`src/lctd_ram.sv`:
```
// ----------------------------------------------------------------------------
// lctd_ram
// Generic single-write, single-read RAM with registered read data.
// ----------------------------------------------------------------------------
`default_nettype none

module lctd_ram #(
    parameter int WIDTH = 8,
    parameter int DEPTH = 16,
    localparam int AW   = (DEPTH > 1) ? $clog2(DEPTH) : 1
) (
    input  wire logic             clk,
    input  wire logic             wr_en,
    input  wire logic [AW-1:0]    wr_addr,
    input  wire logic [WIDTH-1:0] wr_data,
    input  wire logic             rd_en,
    input  wire logic [AW-1:0]    rd_addr,
    output logic      [WIDTH-1:0] rd_data
);

    logic [WIDTH-1:0] mem [DEPTH];
    logic [WIDTH-1:0] rd_data_reg;

    always_ff @(posedge clk)
    begin
        if (wr_en)
        begin
            mem[wr_addr] <= wr_data;
        end
        if (rd_en)
        begin
            rd_data_reg <= mem[rd_addr];
        end
    end

    assign rd_data = rd_data_reg;

endmodule

`default_nettype wire

```
`config.mk`:
```
export PLATFORM = sky130hd
export DESIGN_NAME = lctd_ram
export DESIGN_NICKNAME = d
export VERILOG_FILES = /design/src/lctd_ram.sv
export SDC_FILE = /design/constraint.sdc
export NUM_CORES = 1
export LEC_CHECK = 0
export BUFFER_PORTS_ARGS = -buffer_cell sky130_fd_sc_hd__buf_2
export CAP_MARGIN = 10
export CORE_MARGIN = 2
export CORE_UTILIZATION = 54
export DETAILED_ROUTE_END_ITERATION = 7
export GPL_TIMING_DRIVEN = 0
export PLACE_DENSITY = 0.82
export SLEW_MARGIN = 20
export SYNTH_ARGS = -nofsm -noshare
export SYNTH_HDL_FRONTEND = slang
export SYNTH_SLANG_ARGS = --single-unit
```
`constraint.sdc`:
```
create_clock -name clk -period 1.55 [get_ports clk]
set_clock_uncertainty 0.05 [all_clocks]
set_input_delay 0.0775 -clock clk [delete_from_list [all_inputs] [get_ports clk]]
set_output_delay 0.0775 -clock clk [all_outputs]
set_load 0.03 [all_outputs]
```
==> summary.md <==
| Metric | Value |
|---|---|
| Area Overhead vs Synth | `19.4%` |
| Critical path class | `reg2reg` |
| Worst Tran Pin Value | `0.867 ns` |
| FP Rows | `35` |
| Initial antenna violation count | `0` |
| Synth area leader | `edfxtp_1` |
| Grt ovf | `0` |
| Slowest stage delay, CP | `0.55 ns` |
| Buffers & Inverters on Critical Path | `0` |
| Core footprint | `0.00933 mm²` |
| Crit-path cells | `mux4_1, a22oi_2, nand2_1` |
| Hold Crit Endpoint | `mem[4][5]` |
| Critical Path Start Type | `flop` |
| Vias | `2456` |
| Area contributors post-synth | `edfxtp_1 (78%), mux4_2 (7.8%), mux4_1 (7.0%)` |
| DIE AREA | `0.0105 mm²` |
| Gate Count Post-Synth | `229` |
| Die Y | `102 µm` |
| Delay-heaviest family, CP | `multiplexers` |
| Top-count cell post-synth | `edfxtp_1` |
| GRT Resource Usage Total | `20.8%` |
| DRT iter0 DRCs | `237` |
| Die width | `102 µm` |
| Outcome | `finished, final reports clean` |
| Max transition margin | `41.9%` |
| Antenna diodes | `0` |
| Util after Layout | `66.9%` |
| Antenna viol nets, final | `0` |
| WHS | `0.0460 ns` |
| F_max | `652 MHz` |
| Setup TNS | `0 ns` |
| Clk slew on worst S/H paths | `0.06 ns` |
| MaxCap Viol Count | `0` |
| Largest net degree at the start of global routing | `17` |
| Unrepaired setup endpoints after global routing | `true` |
| Max VDD drop | `0.775 mV` |
| WL/cell | `23.1 µm` |
| Min-delay worst type | `in2reg` |
| # IOs | `27` |
| Max reg flops | `128` |
| FF-to-FF End | `rd_data[0]` |
| Mean area per synthesized cell | `22.8 µm²` |
| Hold_sp | `wr_addr[0]` |
| CTS H-tree depth | `4` |
| Dpl hpwl | `6.01 mm` |
| DR vias/cell | `5.79` |
| CP Max Fanout | `1` |
| Post-synth top flop | `edfxtp_1` |
| Vias in the first global route | `2470` |
| Num CTS Buffers | `17` |
| Clock Sinks | `136` |
| Ys async rst share | `0%` |
| DRC | `0` |
| Final Slew Violations | `0` |
| Synth cell count leaders | `edfxtp_1 (136), mux4_2 (18), a22oi_1 (16)` |
| Area share of the largest cell type after synthesis | `78.1%` |
| Starting density of the core | `56.0%` |
| R2r startpoint | `mem[4][0]` |
| Worst setup margin | `0.0171 ns` |
| Share of layout cells above drive strength 1 | `33.6%` |
| Post-CTS setup buffers | `0` |
| Port-buffer cells | `25` |
| Nets | `301` |
| Critical path data arrival time | `1.74 ns` |
| #FFs+latches synth | `136` |
| Sequential fraction of the synthesis area | `78.1%` |
| Count of cell types in the netlist | `18` |
| CTS tree | `yes` |
| Global-route wire length before repair | `14.7 mm` |
| Tcrit/Tclk final | `98.9%` |
| Root Driver | `clkbuf_8` |
| Final hold violation count | `0` |
| Clk_lat worst skew | `0.52 ns` |
| Placer Congestion | `0.737` |
| Leak pwr | `2.06 nW` |
| Syn nets | `248` |
| Min cycle time layout | `1.53 ns` |
| First-pass DRT Iterations | `4` |
| Flop2flop setup slack | `0.02 ns` |
| Slowest CP cell | `mux4_1` |
| Pwr/cell area | `1400 mW/mm²` |
| Post-Syn Area | `0.00523 mm²` |
| DP Worst Slack | `-0.276 ns` |
| Clock buffer depth | `2` |
| Final setup fails | `0` |
| Setup crit end kind | `flop` |
| Synth warn | `0` |
| Total Wirelength | `9.81 mm` |
| CP required | `1.76 ns` |
| EDFF count, synth | `136` |
| Hold depth | `2` |
| R2R cell count | `3` |
-- power by group --
part / leakage [nW] / switching [mW] / internal, mW
logic: 0.541 / 0.266 / 0.180
clock network: 0.286 / 1.50 / 2.61
registers: 1.24 / 0.0190 / 4.14
-- worst max-delay path by stage --
stage | startpoint | to | slack, ns | depth (start not counted)
floorplan | rd_addr[0] | rd_data[1] | 0.14 | 5
global placement | wr_addr[2] | mem[8][1] | -0.32 | 3
detailed placement | wr_addr[2] | mem[2][3] | -0.28 | 3
CTS | mem[5][2] | rd_data[2] | 0.001 | 3
global route | mem[3][0] | rd_data[0] | -0.02 | 3
finish | mem[4][0] | rd_data[0] | 0.02 | 3
-- final cells by class --
| class | count | area, µm² |
|---|---|---|
| Multi-Input combinational cell | 83 | 1080 |
| Timing Repair Buffer | 34 | 215 |
| Tap cell | 129 | 161 |
| Fill cell | 609 | 3090 |
| Sequential cell | 136 | 4080 |
| Buffer | 10 | 86.3 |
| Clock inverter | 15 | 203 |
| Clock buffer | 17 | 414 |
-- through the flow --
stage | instances | instance area, µm² | total power [mW]
final | 424 | 6240 | 8.73
after floorplan | 229 | 5230 | 4.48
after global routing | 424 | 6240 | 8.98
after detailed placement | 383 | 5520 | 4.66
after global placement | 383 | 5520 | 4.64
after CTS | 424 | 6240 | 8.76
-- cell usage in the layout (no fill, tap or decap) --
cell	instances
a22oi_1	12
a22oi_2	4
and2_1	1
and2b_1	1
buf_2	28
buf_4	1
buf_6	3
bufinv_16	4
clkbuf_16	16
clkbuf_8	1
clkdlybuf4s25_2	3
clkinv_2	2
clkinv_4	3
clkinvlp_4	5
dlygate4sd3_1	9
edfxtp_1	136
inv_6	1
mux4_1	9
mux4_2	23
nand2_1	9
nand2b_1	2
nand3_1	1
nand3b_1	2
nor2_1	13
nor2b_1	1
nor3_2	4
or3b_2	1
-- logic make-up (layout without fill, tap and decap cells) --
logic type	after synthesis	count (layout)	synth area share, %
AOI/OAI and AO/OA	16	16	2.30
and+or+nand+nor	35	35	3.14
buffers and inverters	10	76	1.65
DFF	136	136	78.1
muxes	32	32	14.8
-- metal layers --
layer	wire, µm	GRT usage, %	share of wire (%)	up-vias
met2	4810	30.9	49	117
met1	3960	29.7	40	1240
met4	154	6.87	1.6	0
li1	-	-	-	1085
met5	0	0	0	-
met3	880	7.05	9.0	14
-- worst reg2reg max path, stage by stage, from the launching register on --
cell and delay [ns]:
edfxtp_1 0.37, mux4_1 0.55, a22oi_2 0.20, nand2_1 0.10
-- timing repair --
item / CTS / global route
hold buffers: 9 / 0
gates resized for setup: 4 / 5
setup endpoints to repair: 3 / 6
endpoints found under the hold margin: 136 / 0
pin swaps: 1 / 1
No activity file was read; power rests on OpenSTA's default activity.
