<file path="src/lctd_ram.sv">
// ----------------------------------------------------------------------------
// lctd_ram
// Generic single-write, single-read RAM with registered read data.
// ----------------------------------------------------------------------------
`default_nettype none

module lctd_ram #(
    parameter int WIDTH = 8,
    parameter int DEPTH = 16,
    localparam int AW   = (DEPTH > 1) ? $clog2(DEPTH) : 1
) (
    input  wire logic             clk,
    input  wire logic             wr_en,
    input  wire logic [AW-1:0]    wr_addr,
    input  wire logic [WIDTH-1:0] wr_data,
    input  wire logic             rd_en,
    input  wire logic [AW-1:0]    rd_addr,
    output logic      [WIDTH-1:0] rd_data
);

    logic [WIDTH-1:0] mem [DEPTH];
    logic [WIDTH-1:0] rd_data_reg;

    always_ff @(posedge clk)
    begin
        if (wr_en)
        begin
            mem[wr_addr] <= wr_data;
        end
        if (rd_en)
        begin
            rd_data_reg <= mem[rd_addr];
        end
    end

    assign rd_data = rd_data_reg;

endmodule

`default_nettype wire

</file>
<file path="src/lctd_qstate.sv">
// ----------------------------------------------------------------------------
// lctd_qstate
// Per-queue state store: RAM plus a valid bit per entry, so that an entry
// never written since reset reads as zero.
// ----------------------------------------------------------------------------
`default_nettype none

module lctd_qstate #(
    parameter int WIDTH = 36,
    parameter int DEPTH = 8,
    localparam int AW   = (DEPTH > 1) ? $clog2(DEPTH) : 1
) (
    input  wire logic             clk,
    input  wire logic             rst_n,
    input  wire logic             wr_en,
    input  wire logic [AW-1:0]    wr_addr,
    input  wire logic [WIDTH-1:0] wr_data,
    input  wire logic             rd_en,
    input  wire logic [AW-1:0]    rd_addr,
    output logic      [WIDTH-1:0] rd_data
);

    logic [DEPTH-1:0] vld_reg;
    logic [DEPTH-1:0] vld_next;
    logic             rd_vld_reg;
    logic             rd_vld_next;
    logic [WIDTH-1:0] ram_rd;

    lctd_ram #(
        .WIDTH (WIDTH),
        .DEPTH (DEPTH)
    ) u_ram (
        .clk     (clk),
        .wr_en   (wr_en),
        .wr_addr (wr_addr),
        .wr_data (wr_data),
        .rd_en   (rd_en),
        .rd_addr (rd_addr),
        .rd_data (ram_rd)
    );

    always_comb
    begin
        vld_next = vld_reg;
        for (int i = 0; i < DEPTH; i++)
        begin
            if (wr_en && (wr_addr == AW'(i)))
            begin
                vld_next[i] = 1'b1;
            end
        end
        rd_vld_next = rd_en ? vld_reg[rd_addr] : rd_vld_reg;
    end

    always_ff @(posedge clk or negedge rst_n)
    begin
        if (!rst_n)
        begin
            vld_reg    <= '0;
            rd_vld_reg <= 1'b0;
        end
        else
        begin
            vld_reg    <= vld_next;
            rd_vld_reg <= rd_vld_next;
        end
    end

    assign rd_data = rd_vld_reg ? ram_rd : '0;

endmodule

`default_nettype wire

</file>
<file path="config.mk">
export PLATFORM = sky130hd
export DESIGN_NAME = lctd_qstate
export DESIGN_NICKNAME = d
export VERILOG_FILES = /design/src/lctd_ram.sv /design/src/lctd_qstate.sv
export SDC_FILE = /design/constraint.sdc
export NUM_CORES = 1
export LEC_CHECK = 0
export BUFFER_PORTS_ARGS = -buffer_cell sky130_fd_sc_hd__buf_2
export CAP_MARGIN = 20
export CORE_MARGIN = 2
export CORE_UTILIZATION = 53
export DETAILED_ROUTE_END_ITERATION = 12
export PLACE_DENSITY_LB_ADDON = 0.3
export REMOVE_ABC_BUFFERS = 1
export SYNTH_ARGS = -nofsm -noshare
export SYNTH_HDL_FRONTEND = slang
export SYNTH_SLANG_ARGS = --single-unit
</file>
<file path="constraint.sdc">
create_clock -name clk -period 1.35 [get_ports clk]
set_input_delay 0.135 -clock clk [delete_from_list [all_inputs] [get_ports clk]]
set_output_delay 0.135 -clock clk [all_outputs]
set_load 0.005 [all_outputs]
</file>
==> summary.md <==
| Metric | Value |
|---|---|
| Nets | `749` |
| Vias per cell | `~5.7` |
| Root Buffer | `clkbuf_16` |
| DP Cell Count | `938` |
| Post-Synthesis Cell Area | `12,800 um^2` |
| Clk_skew | `0.00801 ns` |
| Worst Setup Path Type | `register to output port` |
| Unrepaired setup endpoints after global routing | `yes` |
| Max layer used | `met4` |
| IO Port Bufs | `81` |
| Die span in y | `159 um` |
| Slew of the pin with the lowest slew margin | `0.292 ns` |
| DR pass1 iterations | `5` |
| Gp weighted congestion | `0.684` |
| Fmax | `0.607 GHz` |
| DR WL/cell | `24.0 um` |
| Crit-path cells | `buf_12 > buf_16 > and2_4 > buf_6` |
| Antenna cell count | `0` |
| Gr usage total | `20.1%` |
| Layout cells sized above 1 | `45.5%` |
| Power Total | `between 20 and 25 mW` |
| Final Hold Viols | `0` |
| Tightest Hold Check Type | `primary input to async pin` |
| Setup_tns | `-9.92 ns` |
| Core ar. | `between 20,000 and 25,000 um^2` |
| WL final | `25,200 um` |
| Crit-path max FO | `4` |
| Post-synth top area share | `76.3%` |
| Skew-Pair Late Insertion Delay | `slightly above 0.5 ns` |
| GRT overflow | `0` |
| Post-synth top flop | `edfxtp_1` |
| Syn Inst Count | `roughly 530` |
| Critical Path End Type | `output port` |
| Synth top cells by count | `edfxtp_1 (324), mux4_2 (64), and2_1 (36), mux2_4 (36)` |
| Status | `finished, violations left` |
| Clock Path Buffers | `3` |
| Failing checks | `setup timing` |
| Post-DRT Antenna Nets | `0` |
| Vias in the first global route | `6,290` |
| Final worst-path cycle share | `122%` |
| Synth warnings | `0` |
| Count leader, synth | `edfxtp_1` |
| CP peak stage delay | `0.45 ns` |
| Max reg flops | `288` |
| PnR worst setup slack | `-0.298 ns` |
| H-tree depth | `2` |
| WP data arrival | `1.51 ns` |
| Number of unique standard cell types used by synthesis | `19` |
| Worst VDD drop | `around 0.71 mV` |
| Non-Filler Instances | `1,048` |
| Largest net degree at the start of global routing | `38` |
| Post-synth top area cell | `edfxtp_1` |
| WP data required | `about 1.2 ns` |
| TritonCTS clock tree | `built` |
| Dpl ws | `-0.365 ns` |
| DR WL met3 | `1650 um` |
| Max Transition Viols Final | `0` |
| Slew Limit Headroom | `80.5%` |
| Clock-pin transition on the worst setup and hold timing paths | `0.06 ns` |
| Max-cap viol count | `0` |
| DR vias | `5,949` |
| Row count | `56` |
| CP Launch Type | `register` |
| Asr flop ratio synth | `2.70%` |
| Post-synth EDFFs | `324` |
| Minimum clock period | `1.65 ns` |
| Clock Sinks | `333` |
| Metal2 WL | `12,400 um` |
| Final Setup Violations | `67` |
| Seq/Total Area, Yosys | `about four fifths` |
| First-pass GRT wire length | `37,800 um` |
| Synth Register Bits | `333` |
| Fill count | `1,465` |
| Area Overhead vs Synth | `24.6%` |
| Met1 WL | `10,700 um` |
| Drt drc | `0` |
| Antenna violations before repair | `0` |
| Synth top area cells | `edfxtp_1 (76%), mux4_2 (11%), mux2_4 (4.2%), mux4_1 (1.9%), and2_1 (1.8%)` |
| Reg2Reg Launch Point | `u_ram.mem[7][12]$_DFFE_PP_` |
| CTS Buf Count | `34` |
| Iteration-0 DRC Markers | `551` |
| Post-Synthesis Mean Instance Area | `24.1 um^2` |
| Die Width | `159 um` |
| Pwr per Cell Area | `approximately 1500 nW/um^2` |
| Setup crit start | `rd_vld_reg$_DFFE_PN0P_` |
| Hpwl dp | `~13,000 um` |
| IO Count | `82` |
| Starting Density | `54.2%` |
| Die area | `25,300 um^2` |
| CP max-delay cell | `dfrtp_2` |
| Pleak | `5.49 nW` |
through the flow:
step	cell area, um^2	util, %	hold slack (ns)
after CTS	15700	66.9	0.00442
after global placement	14000	59.5	-0.0151
final	15900	67.5	0.0172
after global routing	15900	67.5	0.0259
after detailed placement	14000	59.5	-0.00314
after floorplan	12600	-	-0.161
worst paths after layout:
kind                       slack (ns)                          end  cells after the start
hold reg to reg                  0.48       vld_reg[3]$_DFFE_PN0P_                      1
setup / recovery                -0.30                  rd_data[35]                      4
hold / removal                   0.02       vld_reg[1]$_DFFE_PN0P_                      2
setup reg to reg                -0.07  u_ram.rd_data[12]$_DFFE_PP_                      2
min in group clk                 0.15   u_ram.rd_data[8]$_DFFE_PP_                      2
max in group asynchronous        1.13       rd_vld_reg$_DFFE_PN0P_                      2
routing by layer:
metal  GRT usage, %  up-vias
li1               -     2542
met1           28.3     3124
met2           32.3      245
met3           4.40       38
met4           5.37        0
met5              0        -
repair_timing:
action	4_1_cts	5_1_grt
cloned	4	2
hold buffers	37	0
resized for setup	46	30
endpoints found under the hold margin	297	0
endpoints found under the setup margin	69	72
pin swaps	0	1
setup buffers	4	3
critical path, delay by kind of cell, from the launching register on:
kind	cells	cell delay [ns]
buffers and inverters	3	0.41
flip-flops	1	0.45
AND/OR/NAND/NOR	1	0.14
cell families after synthesis:
family	after synthesis	synth area share (%)
DFF	333	78.0
muxes	114	17.8
and+or+nand+nor	57	2.62
buffers and inverters	25	1.56
layout by cell type, fill, tap and decap left out:
master	instances
edfxtp_1	324
mux4_2	73
buf_2	53
clkbuf_16	39
dlygate4sd3_1	37
mux2_4	36
and2_4	32
buf_6	27
buf_12	27
buf_4	13
clkinv_1	11
or2_2	8
dfrtp_1	8
clkinv_2	7
nor2_4	6
mux2i_1	5
and2_1	4
nand2b_1	3
bufinv_16	3
buf_16	3
nand2_1	2
nor3_2	2
clkbuf_1	2
inv_1	1
clkinvlp_4	1
clkinv_8	1
dfrtp_2	1
cell type report:
class / count / area [um^2] / share of cell area (%)
Sequential cell: 333 / 9960 / 62.6
Multi-Input combinational cell: 171 / 2700 / 17.0
Timing Repair Buffer: 162 / 1710 / 10.8
Clock buffer: 39 / 933 / 5.87
Tap cell: 319 / 399 / 2.51
Clock inverter: 23 / 190 / 1.20
Inverter: 1 / 3.75 / 0.0236
where the power goes:
part,switching (mW),internal (mW),total [mW]
combinational,0.785,1.12,1.90
sequential,0.109,11.8,11.9
clock,3.74,5.54,9.28
Power figures use the tool's default switching activity.
