[src/lctd_pkg.sv]
// ----------------------------------------------------------------------------
// lctd_pkg
// Shared types and codes of the least-cost task dispatcher.
// ----------------------------------------------------------------------------
`default_nettype none

package lctd_pkg;

    localparam int TOTAL_W = 22;
    localparam int CFG_W   = 10;

    // operation codes
    localparam logic OP_SUBMIT   = 1'b0;
    localparam logic OP_COMPLETE = 1'b1;

    // result status codes
    localparam logic [1:0] STATUS_ACCEPTED = 2'd0;
    localparam logic [1:0] STATUS_NO_QUEUE = 2'd1;
    localparam logic [1:0] STATUS_POPPED   = 2'd2;
    localparam logic [1:0] STATUS_EMPTY    = 2'd3;

    // configuration register indexes
    localparam logic [1:0] CFG_ACTIVE_QUEUES = 2'd0;
    localparam logic [1:0] CFG_ENABLE_MASK   = 2'd1;
    localparam logic [1:0] CFG_COST_CEILING  = 2'd2;

    // configuration reset values
    localparam logic [3:0] ACTIVE_QUEUES_RST = 4'd8;
    localparam logic [7:0] ENABLE_MASK_RST   = 8'hFF;
    localparam logic [9:0] COST_CEILING_RST  = 10'd16;

    typedef struct packed {
        logic               op;
        logic [31:0]        task_handle;
        logic signed [15:0] task_cost;
        logic [2:0]         queue_select;
    } in_item_t;

    typedef struct packed {
        logic [1:0]  status;
        logic [2:0]  queue_index;
        logic [31:0] popped_handle;
        logic [15:0] popped_cost;
    } out_item_t;

    // control from the sequencer to the minimum picker
    typedef struct packed {
        logic clear;
        logic cand;
    } pick_ctl_t;

endpackage

`default_nettype wire

[src/lctd_picker.sv]
// ----------------------------------------------------------------------------
// lctd_picker
// Running minimum over a stream of candidates; first of equal keys is kept.
// ----------------------------------------------------------------------------
`default_nettype none

module lctd_picker
    import lctd_pkg::*;
#(
    parameter int KEY_W = 22,
    parameter int PAY_W = 36,
    parameter int IDX_W = 3
) (
    input  wire logic             clk,
    input  wire logic             rst_n,
    input  wire pick_ctl_t        ctl,
    input  wire logic [KEY_W-1:0] key,
    input  wire logic [IDX_W-1:0] idx,
    input  wire logic [PAY_W-1:0] payload,
    output logic                  found,
    output logic      [IDX_W-1:0] best_idx,
    output logic      [PAY_W-1:0] best_payload
);

    logic             found_reg;
    logic             found_next;
    logic [KEY_W-1:0] best_key_reg;
    logic [IDX_W-1:0] best_idx_reg;
    logic [PAY_W-1:0] best_pay_reg;
    logic             take;

    // strict compare: candidates arrive in ascending index order
    assign take = ctl.cand && (!found_reg || (key < best_key_reg));

    always_comb
    begin
        if (ctl.clear)
        begin
            found_next = 1'b0;
        end
        else
        begin
            found_next = found_reg | ctl.cand;
        end
    end

    always_ff @(posedge clk or negedge rst_n)
    begin
        if (!rst_n)
        begin
            found_reg <= 1'b0;
        end
        else
        begin
            found_reg <= found_next;
        end
    end

    always_ff @(posedge clk)
    begin
        if (take)
        begin
            best_key_reg <= key;
            best_idx_reg <= idx;
            best_pay_reg <= payload;
        end
    end

    assign found        = found_reg;
    assign best_idx     = best_idx_reg;
    assign best_payload = best_pay_reg;

endmodule

`default_nettype wire

[config.mk]
export PLATFORM = sky130hd
export DESIGN_NAME = lctd_picker
export DESIGN_NICKNAME = d
export VERILOG_FILES = /design/src/lctd_pkg.sv /design/src/lctd_picker.sv
export SDC_FILE = /design/constraint.sdc
export NUM_CORES = 1
export LEC_CHECK = 0
export BUFFER_PORTS_ARGS = -buffer_cell sky130_fd_sc_hd__clkbuf_2
export CORE_ASPECT_RATIO = 1.75
export CORE_MARGIN = 2
export CORE_UTILIZATION = 47
export CTS_BUF_LIST = sky130_fd_sc_hd__clkbuf_16
export DETAILED_ROUTE_END_ITERATION = 6
export PLACE_DENSITY = 0.79
export SKIP_CTS_REPAIR_TIMING = 1
export SLEW_MARGIN = 15
export SYNTH_ARGS = -nofsm -noshare
export SYNTH_HDL_FRONTEND = slang
export SYNTH_SLANG_ARGS = --single-unit
[constraint.sdc]
create_clock -name clk -period 6 [get_ports clk]
set_input_delay 1.5 -clock clk [delete_from_list [all_inputs] [get_ports clk]]
set_output_delay 1.5 -clock clk [all_outputs]
set_load 0.05 [all_outputs]
==> results of run 1 <==
## cells by family after synthesis
family	count (synthesis)
compound gates	19
buf+inv	22
flops	62
fa+ha+maj	21
simple gates	16
## area by class of cell
| class | count | area (um2) | area share (%) |
|---|---|---|---|
| Tap cell | 54 | 67.6 | 2.06 |
| Clock inverter | 5 | 28.8 | 0.878 |
| Inverter | 22 | 82.6 | 2.52 |
| Timing Repair Buffer | 106 | 536 | 16.3 |
| Clock buffer | 9 | 225 | 6.87 |
| Sequential cell | 62 | 1860 | 56.6 |
| Multi-Input combinational cell | 56 | 482 | 14.7 |
## worst register-to-register path, stage by stage (launching register included)
cell and delay (ns):
edfxtp_1 0.35, inv_1 0.07, ha_1 0.23, a21o_1 0.17, a211oi_2 0.20, o21ai_1 0.08, a21oi_1 0.24, a2bb2oi_4 0.30
buf_4 0.40
## per-layer routing
metal,up-vias,GRT usage (%)
li1,748,-
met1,699,17.2
met2,60,29.2
met3,10,5.12
met4,0,9.84
met5,-,0
## cells in the final DEF, fill, tap and decap left out, drive strengths merged
| cell | n |
|---|---|
| edfxtp | 61 |
| o21bai | 1 |
| nor2b | 1 |
| nor2 | 4 |
| nand2 | 4 |
| nand4 | 3 |
| ha | 21 |
| a21oi | 8 |
| a21o | 3 |
| dfrtp | 1 |
| nand3 | 1 |
| inv | 22 |
| o21ai | 3 |
| a211oi | 1 |
| a2bb2oi | 1 |
| nand2b | 2 |
| o2111ai | 1 |
| nor4 | 1 |
| clkinv | 3 |
| o21a | 1 |
| clkinvlp | 2 |
| buf | 2 |
| clkbuf | 113 |
## per-stage QoR
stage	util, %	hold WS, ns	area (um2)	setup slack, ns	instances
after global placement	61.3	0.545	3020	2.37	300
after floorplan	-	0.795	2410	1.41	140
final	66.4	0.577	3280	2.68	314
after CTS	66.4	0.582	3280	2.66	314
after detailed placement	61.3	0.570	3020	2.33	300
after global routing	66.4	0.629	3280	2.55	314
## path summary, 6_finish.rpt
path	from	to	slack (ns)
max	key[3]	best_idx[2]	2.68
min	found	found	0.58
max reg2reg	best_key_reg[3]	best_idx[2]	3.60
min reg2reg	found	found	0.58
max in group asynchronous	rst_n	found	4.96
min in group asynchronous	rst_n	found	0.95
## power by group
group          switching, mW  internal, mW
logic                  0.145        0.0552
clock network          0.163         0.270
registers             0.0102         0.528
==> metrics, run 1 <==
Largest register FFs 36; Tot Pwr 1.17 mW; Max VDD drop ~0.00028 V; Core ar. just under 0.005 mm2; number of clock buffers inserted by TritonCTS 9; Vias/cell 4.83; Nets 343; largest net degree at the start of global routing 31; minimum clock period 3.32 ns; Hold Crit Class reg -> reg; Clk pin slew, worst setup/hold paths approximately 0.050 ns; Synth Area in XOR/XNOR 0%; R2R cell count 8; vias in the first global route between 1500 and 2000; Fin Clk Skew approximately 0.0076 ns; Clock Root Buffer clkbuf_16; fraction of registers with async set/reset ~1.6%; Worst path slowest cell buf_4; gpl congestion 0.737; Final Hold Vio Count 0; flops & latches, synth 62; Synth Flop Type edfxtp_1; CP Max Fanout 30; Pins Over Slew Limit 0; Top Ports ~110; die height slightly below 100 um; simple-gate share of the synthesized area 3.28%; Req. time, crit path between 5 and 6 ns; CTS tree yes; Overflow after GRT 0; Die Area about 0.0057 mm2; Syn Area/Cell 17.2 um2; fillcell total 386; Crit path largest cell delay roughly 0.40 ns; Worst-Margin Slew approximately 0.37 ns; first-pass detailed-route iteration total 4; met3 wire len ~280 um; antenna violations before repair 0; Startpoint Class input pin; Critical Path Sink Type flip-flop; mux share of post-synthesis cell area 0%; Yosys warnings 0; most instantiated cells after synthesis 61 x edfxtp_1, 22 x inv_1, 21 x ha_1, 8 x a21oi_1; WL per Instance between 10 and 15 um; Buf/Inv on CP 2; Max transition margin 75.5%; Post-Syn Area between 0.002 and 0.0025 mm2; DR iter-0 viols 43; RSZ-0062 raised after global routing false; complex-gate fraction of the synthesized area roughly 5.1%; antenna fix cells 0; area share of fa/ha/maj cells after synthesis 10.9%; CP delay by family, top compound AO/OA/AOI/OAI gates; top-count cell post-synth edfxtp_1; syn_nets between 200 and 250; Metal-1 WL 1.52 mm; Worst path depth 8; area grow syn2layout 36.4%; # setup viols final 0; Die Wd 58.1 um; Post-synth EDFFs 61; sequential element share of the synthesized area just under 80%; GRT Total Usage between 15 and 20%; worst-path cell chain clkbuf_2 > ha_1 > a21o_1 > a211oi_2 > o21ai_1 > a21oi_1 > a2bb2oi_4 > buf_4; Routed Antenna Nets 0; crit path DAT between 3 and 4 ns; Pleak 1.53 nW; outcome finished, final reports clean; first-pass GRT wire length 6.91 mm; main combinational cell family by area after synthesis adder cells; Highest Signal Layer met4; setup TNS 0 ns; Max Fclk ~0.3 GHz; top cell type's share of synthesized area about three quarters; Starting Density 48.7%; layout cells sized above 1 between 40% and 50%; PortBufs around 100; row count 34; Hold Path Stages 2; Unique masters post-synth 20; Mapped Cells 140; P per Cell Area ~360 mW/mm2; largest area contributor in the netlist edfxtp_1; drt drc 0; CTS H-tree lvls 3; crit path kind in -> reg; max cap viols 0; number of vias in the routed layout approximately 1500; clk buf depth 2; Synth area leaders edfxtp_1 76%, ha_1 11%, inv_1 3.4%, a21oi_1 1.7%, dfrtp_1 1.0%; Detailed Route WL 4.40 mm; post-DP HPWL roughly 3.4 mm; clk_lat worst skew between 0.3 and 0.4 ns; Sinks on Clock Net 62; final period utilization between 50% and 60%; met2 wire len roughly 2.5 mm
No activity file was read; power rests on OpenSTA's default activity.
==> run 2: changes to the inputs <==
--- a/config.mk
+++ b/config.mk
@@ -5,6 +5,7 @@
 export SDC_FILE = /design/constraint.sdc
 export NUM_CORES = 1
 export LEC_CHECK = 0
+export ABC_AREA = 1
 export BUFFER_PORTS_ARGS = -buffer_cell sky130_fd_sc_hd__clkbuf_2
 export CORE_ASPECT_RATIO = 1.75
 export CORE_MARGIN = 2
==> constraint.sdc (replaced) <==
create_clock -name clk -period 3.4 [get_ports clk]
set_input_delay 0.85 -clock clk [delete_from_list [all_inputs] [get_ports clk]]
set_output_delay 0.85 -clock clk [all_outputs]
set_load 0.05 [all_outputs]
==> run 2 against run 1 <==
The run now ends with design-rule violations left. Global-route usage fell by 0.41 points. Die area rose by 2.9%. Clock power rose by 120%. Worst setup slack got worse by 1.7 ns. Register-to-register slack got worse by 2.3 ns. Largest cell class unchanged.
==> metrics, run 2 <==
gpl congestion between 0.7 and 0.8; Die Wd 58.9 um; crit path kind in -> reg; Clk pin slew, worst setup/hold paths about 0.050 ns; Syn Area/Cell roughly 14 um2; top-count cell post-synth edfxtp_1; Overflow after GRT 0; Core ar. around 0.0052 mm2; simple-gate share of the synthesized area approximately 7.4%; first-pass GRT wire length 6.88 mm; post-DP HPWL approximately 3.4 mm; GRT Total Usage between 10% and 20%; Design Area, Final approximately 0.0034 mm2; Post-synth EDFFs roughly 60; largest net degree at the start of global routing 39; P per Cell Area 625 mW/mm2; M3 GR Usage under 10%; vias in the first global route 1596; Hold Crit Class in -> async; row count 35; mux share of post-synthesis cell area 0%; Max transition margin a little under 70%; CP Max Fanout 38; commonest non-fill, non-tap cells in the layout 104 x clkbuf_2, 61 x edfxtp_1, 38 x nand2_1, 35 x inv_1, 21 x ha_1; Req. time, crit path 3.36 ns; area grow syn2layout 37.5%; Synth Flop Type edfxtp_1; post-route insts no fill approximately 350; sequential element share of the synthesized area between 70% and 80%; Die Area 0.00589 mm2; Crit path largest cell delay about 0.42 ns; flops & latches, synth between 60 and 70; antenna violations before repair 0; CTS H-tree lvls 3; complex-gate fraction of the synthesized area around 1.7%; Worst-Margin Slew between 0.4 and 0.5 ns; Post-Syn Area ~0.0025 mm2; Starting Density between 40% and 50%; first-pass detailed-route iteration total 7; Max Fclk 0.415 GHz; violated checks design-rule violations; placed cells 335; worst-path cell chain clkbuf_2 > ha_1 > nand2_1 > inv_1 > a21oi_1 > nand2_1 > nand2_1 > nand3_1 > a21oi_4 > buf_4; commonest non-fill, non-tap cell in the layout clkbuf_2; WL per Instance 12.7 um; setup TNS 0 ns; drt drc 9; Clock Root Buffer clkbuf_16; Detailed Route WL between 4 and 5 mm; RR Startpoint best_key_reg[5]; clk buf depth 2; Fin Clk Skew 0.00713 ns; final period utilization slightly above 70%; DR iter-0 viols 36; number of clock buffers inserted by TritonCTS 9; Tot Pwr 2.13 mW; Pins Over Slew Limit 0; main combinational cell family by area after synthesis adder cells; FF-to-FF setup slack around 1.3 ns; # setup viols final 0; Synth area leaders edfxtp_1 74%, ha_1 11%, nand2_1 5.8%, inv_1 5.3%, a21oi_1 1.4%; area share of fa/ha/maj cells after synthesis 10.6%; M2 GR Usage between 20% and 30%; Critical Path Sink Type flip-flop; max cap viols 0; RSZ-0062 raised after global routing false; CTS tree yes; most instantiated cells after synthesis 61 x edfxtp_1, 38 x nand2_1, 35 x inv_1, 21 x ha_1, 8 x nor2_1; gr busiest metal met2; Largest register FFs 36; die height ~100 um; Pleak 1.67 nW; Mapped Cells 174; Worst path slowest cell buf_4; syn_nets between 200 and 300; crit path DAT around 2.4 ns; Nets approximately 380; number of vias in the routed layout approximately 1700; Vias/cell 4.74; clk_lat worst skew ~0.32 ns; cell mode on critical path nand2_1; Final Hold Vio Count 0; largest area contributor in the netlist edfxtp_1; Yosys warnings 0; placed cell area ~0.0031 mm2; Synth Area in XOR/XNOR 0%; Top Ports roughly 110; Layout Utilization approximately 66%; fillcell total approximately 410; met1 global-route usage 15.6%; layout cells sized above 1 ~40%; Startpoint Class input pin; antenna fix cells 0; Max VDD drop ~0.00035 V; crit path to best_payload[15]; top cell type's share of synthesized area around 74%; Critical R2R Capture best_payload[15]; launch point of the worst path key[5]; Unique masters post-synth 10; R2R cell count 10; Sinks on Clock Net 62; minimum clock period 2.41 ns; outcome complete, but fails checks; Routed Antenna Nets 0; fraction of registers with async set/reset under 10%; PortBufs roughly 100
[run 2: cell types whose count changed in the layout (fill, tap and decap cells not counted), moves of 2 or more]
cell	delta
a21o_1	-2
a21oi_1	-2
bufinv_16	+2
inv_1	+13
nand2_1	+34
nand2b_1	-2
nand4_1	-3
nor2_1	+4
o21ai_0	-2
[run 2: area by class of cell]
type / instances / area, um2 / share of cell area [%]
Clock buffer: 9 / 225 / 6.61
Clock inverter: 7 / 88.8 / 2.61
Inverter: 35 / 131 / 3.86
Multi-Input combinational cell: 77 / 500 / 14.7
Sequential cell: 62 / 1860 / 54.5
Tap cell: 55 / 68.8 / 2.02
Timing Repair Buffer: 106 / 536 / 15.7
[run 2: logic make-up (layout without fill, tap and decap cells)]
logic type               Yosys count  count (layout)
buffers and inverters             35             157
AND/OR/NAND/NOR                   48              48
flip-flops                        62              62
adder cells (fa/ha/maj)           21              21
AO/OA/AOI/OAI                      8               8
[run 2: metrics by stage]
stage,worst slack [ns],hold WS (ns)
3_5_place_dp,0.666,0.572
3_3_place_gp,0.726,0.568
5_1_grt,0.812,0.291
2_1_floorplan,0.324,0.554
6_report,0.991,0.301
4_1_cts,0.973,0.292
[run 2: where the power goes]
group	internal [mW]	switching, mW
clock network	0.635	0.305
registers	0.903	0.0125
logic	0.0777	0.195
[run 2: worst min-delay path by stage]
stage	to	slack, ns	cells past startpoint
2_1_floorplan	found	0.55	0
3_3_place_gp	found	0.57	2
3_5_place_dp	found	0.57	2
4_1_cts	found	0.29	1
5_1_grt	found	0.29	1
6_report	found	0.30	1
[run 2: routing by layer]
metal | up-vias | part of all wire [%]
met5 | - | 0
met4 | 0 | 4.3
met3 | 15 | 7.6
met2 | 71 | 53
met1 | 756 | 35
li1 | 821 | -
[run 2: critical path: cells and delay by family]
kind,cells,cell delay [ns]
and+or+nand+nor,4,0.35
adders and majority gates,1,0.30
AOI/OAI and AO/OA,2,0.27
buffers and inverters,3,0.57
==> run 3: changes to the inputs <==
==> constraint.sdc (replaced) <==
create_clock -name clk -period 2.4 [get_ports clk]
set_input_delay 0.6 -clock clk [delete_from_list [all_inputs] [get_ports clk]]
set_output_delay 0.6 -clock clk [all_outputs]
set_load 0.05 [all_outputs]
==> run 3 against run 2 <==
The flow still finishes with violations (design-rule violations). Routed wire length is 0.47% higher. First-iteration DRC count increased by 33%. Register-to-register slack got worse by 0.84 ns. Die area unchanged. Flip-flop and latch count unchanged. Combinational power up 58%. Power is 40% higher. Clock power up 33%. Via count down 0.48%. Clock-buffer cell count unchanged.
==> metrics, run 3 (same netlist as run 2, synthesis figures left out) <==
row count 35; Layout Utilization a little over two thirds; number of vias in the routed layout around 1700; CTS H-tree lvls 3; die height between 100 and 150 um; Max Fclk around 0.51 GHz; P per Cell Area slightly above 800 mW/mm2; Nets 377; Hold Crit Class in -> async; Die Wd ~60 um; commonest non-fill, non-tap cell in the layout clkbuf_2; launch point of the worst path best_key_reg[7]; RSZ-0062 raised after global routing false; area grow syn2layout 46.2%; Startpoint Class flip-flop; Highest Signal Layer met4; final period utilization between 80% and 90%; crit path DAT 1.97 ns; FF-to-FF setup slack around 0.43 ns; Routed Antenna Nets 0; CTS tree yes; WL per Instance between 10 and 15 um; Vias/cell around 4.7; layout cells sized above 1 between 40% and 50%; Clock Root Buffer clkbuf_16; Setup WS post-layout ~0.43 ns; R2R cell count 12; Largest register FFs 36; DR iter-0 viols 48; minimum clock period 1.97 ns; Fin Clk Skew roughly 0.0060 ns; number of clock buffers inserted by TritonCTS 9; vias in the first global route 1663; drt drc 8; Critical Path Sink Type flip-flop; Sinks on Clock Net 62; placed cells about 340; Starting Density between 40% and 50%; met3 wire len just under 300 um; Detailed Route WL 4.47 mm; violated checks design-rule violations; Max VDD drop roughly 0.00047 V; Core ar. approximately 0.0052 mm2; max cap viols 0; post-DP HPWL between 3 and 4 mm; first-pass GRT wire length roughly 6.8 mm; RR Startpoint best_key_reg[7]; Pleak ~1.7 nW; post-route insts no fill about 350; Design Area, Final roughly 0.0036 mm2; commonest non-fill, non-tap cells in the layout 104 x clkbuf_2, 61 x edfxtp_1, 36 x nand2_1, 35 x inv_1, 15 x ha_4; Critical R2R Capture best_payload[34]; crit path kind reg -> reg; clk_lat worst skew ~0.31 ns; largest net degree at the start of global routing 37; CP Max Fanout 36; Metal-1 WL approximately 1.5 mm; outcome complete, but fails checks; placed cell area ~0.0033 mm2; clk buf depth 2; Top Ports between 100 and 150; Tot Pwr ~3.0 mW; Final Hold Vio Count 0; Max transition margin 80.2%; Clk pin slew, worst setup/hold paths about 0.050 ns; Overflow after GRT 0; GRT Total Usage between 10% and 20%; worst hold slack between 0.05 and 0.06 ns; antenna fix cells 0; first-pass detailed-route iteration total 6; Pins Over Slew Limit 0; setup TNS 0 ns; DP Worst Slack 0.141 ns; # setup viols final 0; Die Area 0.00589 mm2; gpl congestion roughly 0.72; PortBufs roughly 100; Worst-Margin Slew about 0.3 ns; Req. time, crit path around 2.4 ns; antenna violations before repair 0; met2 wire len roughly 2.5 mm
==> run 3: cell count changes in the layout (fill, tap and decap cells not counted), sizes merged <==
cell and delta:
bufinv -1, inv +1, clkinv -2, clkinvlp +2
==> run 3: report_power, final <==
group	internal, mW	switching, mW
combinational	0.137	0.294
clock	0.804	0.448
sequential	1.28	0.0183
total	2.22	0.760
==> run 3: area by class of cell <==
cell class / instances / area, um2
Fill cell: 389 / 1550
Clock buffer: 9 / 225
Timing Repair Buffer: 106 / 561
Multi-Input combinational cell: 77 / 706
Sequential cell: 62 / 1860
Inverter: 35 / 131
Clock inverter: 7 / 73.8
Tap cell: 55 / 68.8
==> run 3: per-layer routing <==
metal	GRT usage [%]	vias to the layer above
met4	9.62	0
met5	0	-
met1	15.4	748
met3	3.48	12
met2	28.5	69
li1	-	826
==> run 3: worst max-delay path by stage <==
stage | endpoint | slack [ns] | cells past startpoint
after global routing | best_payload[1] | 0.27 | 12
after CTS | best_payload[34] | 0.40 | 12
after global placement | best_payload[6] | 0.17 | 10
final | best_payload[34] | 0.43 | 12
after floorplan | best_idx[0] | -0.31 | 7
after detailed placement | best_payload[4] | 0.14 | 10
==> run 3: worst max-delay path: stages (launching register included) <==
cell and delay (ns):
edfxtp_1 0.36, inv_1 0.11, ha_4 0.21, nand2_1 0.06, nand2_1 0.05, nand2_1 0.06
nand2_1 0.05, nand2_1 0.06, nand2_1 0.06, nand2_1 0.08, nand3_2 0.10, a21oi_4 0.22
buf_12 0.24
